$ cat src/ovfs_pkg.sv
// Shared types and constants for the overwriting FIFO with running sum.
// No dependencies; every other file imports this package.
package ovfs_pkg;

  localparam int DEPTH   = 16;
  localparam int CNT_W   = $clog2(DEPTH + 1);
  localparam int DATA_W  = 32;
  localparam int LEN_W   = 5;
  localparam int TOTAL_W = 36;
  localparam int KIND_W  = 2;

  typedef enum logic [KIND_W-1:0] {
    OP_ENQ   = 2'd0,
    OP_DEQ   = 2'd1,
    OP_PEEK  = 2'd2,
    OP_CLEAR = 2'd3
  } op_t;

  // Control from the sequencer to the cell row.
  typedef struct packed {
    logic             shift;
    logic             load;
    logic [CNT_W-1:0] load_at;
  } row_ctl_t;

  // Control seen by one cell.
  typedef struct packed {
    logic shift;
    logic load;
  } cell_ctl_t;

endpackage

$ cat src/ovfs_cell.sv
// One storage cell of the queue row: load a new word or take the neighbor's.
// Depends on ovfs_pkg.
module ovfs_cell import ovfs_pkg::*; (
  input  logic                     clk,
  input  cell_ctl_t                ctl,
  input  logic signed [DATA_W-1:0] load_word,
  input  logic signed [DATA_W-1:0] neighbor_word,
  output logic signed [DATA_W-1:0] word
);

  // load wins over shift: a full enqueue shifts and refills the last cell
  always_ff @(posedge clk) begin
    if (ctl.load) begin
      word <= load_word;
    end else if (ctl.shift) begin
      word <= neighbor_word;
    end
  end

endmodule

$ cat src/ovfs_row.sv
// Row of DEPTH cells; cell 0 always holds the head of the queue.
// Depends on ovfs_pkg and ovfs_cell.
module ovfs_row import ovfs_pkg::*; (
  input  logic                     clk,
  input  row_ctl_t                 ctl,
  input  logic signed [DATA_W-1:0] load_word,
  output logic signed [DATA_W-1:0] head_word
);

  logic signed [DATA_W-1:0] words [DEPTH];

  for (genvar i = 0; i < DEPTH; i++) begin : g_cell
    cell_ctl_t                cctl;
    logic signed [DATA_W-1:0] nb;

    assign cctl.shift = ctl.shift;
    assign cctl.load  = ctl.load && (ctl.load_at == CNT_W'(i));

    if (i == DEPTH - 1) begin : g_last
      assign nb = '0;
    end else begin : g_mid
      assign nb = words[i+1];
    end

    ovfs_cell u_cell (
      .clk           (clk),
      .ctl           (cctl),
      .load_word     (load_word),
      .neighbor_word (nb),
      .word          (words[i])
    );
  end

  assign head_word = words[0];

endmodule

$ cat config.mk
export PLATFORM = sky130hd
export DESIGN_NAME = ovfs_row
export DESIGN_NICKNAME = d
export VERILOG_FILES = /design/src/ovfs_pkg.sv /design/src/ovfs_cell.sv /design/src/ovfs_row.sv
export SDC_FILE = /design/constraint.sdc
export NUM_CORES = 1
export LEC_CHECK = 0
export ABC_AREA = 1
export BUFFER_PORTS_ARGS = -buffer_cell sky130_fd_sc_hd__buf_2
export CAP_MARGIN = 20
export CELL_PAD_IN_SITES_DETAIL_PLACEMENT = 1
export CELL_PAD_IN_SITES_GLOBAL_PLACEMENT = 1
export CORE_MARGIN = 3
export CORE_UTILIZATION = 40
export CTS_BUF_LIST = sky130_fd_sc_hd__clkbuf_16
export DETAILED_ROUTE_END_ITERATION = 12
export GPL_ROUTABILITY_DRIVEN = 1
export HOLD_SLACK_MARGIN = 0.03
export PLACE_DENSITY = 0.66
export SYNTH_ARGS = -nofsm -noshare
export SYNTH_HDL_FRONTEND = slang
export SYNTH_SLANG_ARGS = --single-unit
$ cat constraint.sdc
create_clock -name clk -period 2.8 [get_ports clk]
set_input_delay 0.28 -clock clk [delete_from_list [all_inputs] [get_ports clk]]
set_output_delay 0.28 -clock clk [all_outputs]
set_load 0.02 [all_outputs]
==> flow_summary.ini <==
[outcome]
status = completed

[drt]
dr_total_vias = 16010
drt-wirelength-per-cell_um = 19.10
drc = 0
wirelength_um = 58210
via_per_inst = 5.255
dr.pass1.iters = 5
detail-route-antenna-nets = 0
drtIter0Drc = 979

[pwr]
power.leakage_nw = 10.81
peakVddDrop_mv = 0.4402
p_per_area_nw_per_um2 = 671.2
switching_share_pct = 23.16
pwr-share-comb_pct = 7.0
intPower_mw = 13.10
power_switching_mw = 3.947
p_seq_share_pct = 53.8
clkPwrFrac_pct = 39.3

[synth]
synthCells = 2292
yosys.area.top_type = edfxtp_1
synth.distinct_cells = 10
synth_top_area_share_pct = 67.43
synth_edf_count = 512
synth.cells.most_frequent = nand2_1 (983), edfxtp_1 (512), nand3_1 (495), clkbuf_1 (113), buf_2 (98)
ys_ff_latch = 512
synth_area_leaders = edfxtp_1 (67%), nand2_1 (16%), nand3_1 (11%)
ys_seq_area_share_pct = 67.43
synth_area_um2 = 22800
syn_nets = 2332
ys_warn_count = 0
avgSynthCellArea_um2 = 9.948
ys_async_sr_fraction_pct = 0
synth_flop_cell = edfxtp_1
synth.most_common_cell = nand2_1

[setup_path]
worstPathMaxFanout = 28
critical_path_class = primary input to flip-flop
startpoint_type = primary input
arrival_ns = 1.78
crit_start = ctl[0]
reg2reg_from = g_cell[1].u_cell.word[3]$_DFFE_PP_
cp.required_ns = 3.09
slowest_stage = nor2_1
cp_slowest_stage_delay_ns = 0.44
worst_setup_path_end_kind = flip-flop
worstPathCellList = buf_2 > inv_1 > nor2_1 > nand3_1 > nand2_1 > buf_12

[clocking]
clock_sinks = 512
cts_root_buf = clkbuf_16
numCtsBuffers = 55
cts_max_level = 2
clockBufferDepth = 3
post-cts-setup-buffer-count = 0
cts_resized = 0
clk_pin_slew_worst_paths_ns = 0.06
cts_tree = built
clk_latency_ns = 0.61
cts_hold_buffers = 0

[global_route]
antenna_found_initial = 8
grt_pass1_vias = 17180
grt_pass1_wl_um = 94370
overflow = 0
grt_max_degree = 129
grtUsageTotal_pct = 19.81

[finish]
final_nets = 2295
reg_top3 = g_cell.u_cell.word: 512 flops
drive_gt1_share_pct = 8.726
fin_cells = 3047
largest_reg_flops = 512
seqCellArea_um2 = 15370
multi_input_area_um2 = 6381
regMostFlops = g_cell.u_cell.word
num-fill-cells = 6241
syn2layout_area_growth_pct = 11.38

[sta]
rsz0062_at_grt = no
clock_skew_ns = 0.01585
min_period_ns = 1.495
hold_viol_final = 0
post-route-period-util_pct = 53.39
setup_viol = 0
finalSetupTns_ns = 0
maxSlewHeadroom_pct = 55.69
tightestPinTransition_ns = 0.6631
report.final.slew_viol_count = 0
clock.fmax_ghz = 0.6689

[hold_path]
min-delay-start = load_word[31]
holdCritPathClass = primary input to flip-flop

[floorplan]
fp.dieArea_um2 = 59910
core-area_um2 = 55740
start_util_pct = 40.91
die_h_um = 244.8
pin_count = 72
chipWidth_um = 244.8
rows = 86

[placement]
gp_congestion = 0.7722
dpl.cell_count = 2946
io_buffers = 71
hpwlAfterDp_um = 36720

[flow_run]
max_cap_viol_count = 0
worst max-delay path, delay by kind of cell:
kind / cells / cell delay, ns
buf+inv: 3 / 0.48
simple gates: 3 / 1.01
power groups by stage:
stage / Clock (mW) / Sequential, mW / Combinational [mW]
final: 6.69 / 9.17 / 1.19
after global routing: 7.15 / 9.21 / 1.34
after CTS: 6.84 / 9.17 / 1.21
after detailed placement: 0 / 9.33 / 1.20
after global placement: 0 / 9.31 / 1.14
after floorplan: 0 / 9.33 / 0.745
placed cells by master (no fill, tap or decap), types with 2 or more instances in the layout:
cell,synthesis,routed
buf_2,98,71
clkinvlp_4,0,2
diode_2,0,7
clkinv_1,0,11
nand3_1,495,495
buf_12,0,12
nor2_1,43,36
clkbuf_16,0,56
clkinv_2,0,6
buf_4,1,41
edfxtp_1,512,512
inv_1,40,55
nor2_4,0,7
nand2_1,983,983
bufinv_16,0,2
layout make-up:
cell class              instances  area share (%)
diodes                          7         0.06898
clock buffers                  56           5.518
clock inverters                38          0.8967
inverters                      41          0.6060
multi-input cells            1521           25.13
flip-flops and latches        512           60.54
well taps                     748           3.685
repair buffers                124           3.557
cell families after synthesis:
family,synth area share (%)
simple gates,27.75
flops,67.43
buf+inv,4.818
metrics by stage:
stage	area, µm²	util, %	power (mW)	worst slack (ns)	hold WS, ns
finish	25400	45.56	17.05	1.305	0.2239
global route	25400	45.56	17.70	1.211	0.2143
CTS	25380	45.53	17.22	1.285	0.1785
detailed placement	23750	42.61	10.53	0.7385	0.4964
global placement	23750	42.61	10.45	0.7983	0.4895
floorplan	22800	-	10.08	0.5984	0.4874
path summary, 6_finish.rpt:
check | endpoint | slack (ns) | depth (start not counted)
max | g_cell[1].u_cell.word[22]$_DFFE_PP_ | 1.31 | 6
max reg2reg | g_cell[0].u_cell.word[3]$_DFFE_PP_ | 2.00 | 2
min | g_cell[15].u_cell.word[31]$_SDFFCE_PN0P_ | 0.22 | 3
min reg2reg | g_cell[13].u_cell.word[3]$_DFFE_PP_ | 0.51 | 2
layer usage:
layer | track usage, % | vias up | wire length (µm)
li1 | - | 7621 | -
met1 | 25.09 | 8074 | 25260
met2 | 34.97 | 233 | 29360
met3 | 2.436 | 85 | 1821
met4 | 7.173 | 0 | 1765
met5 | 0 | - | 0
Power figures use the tool's default switching activity.
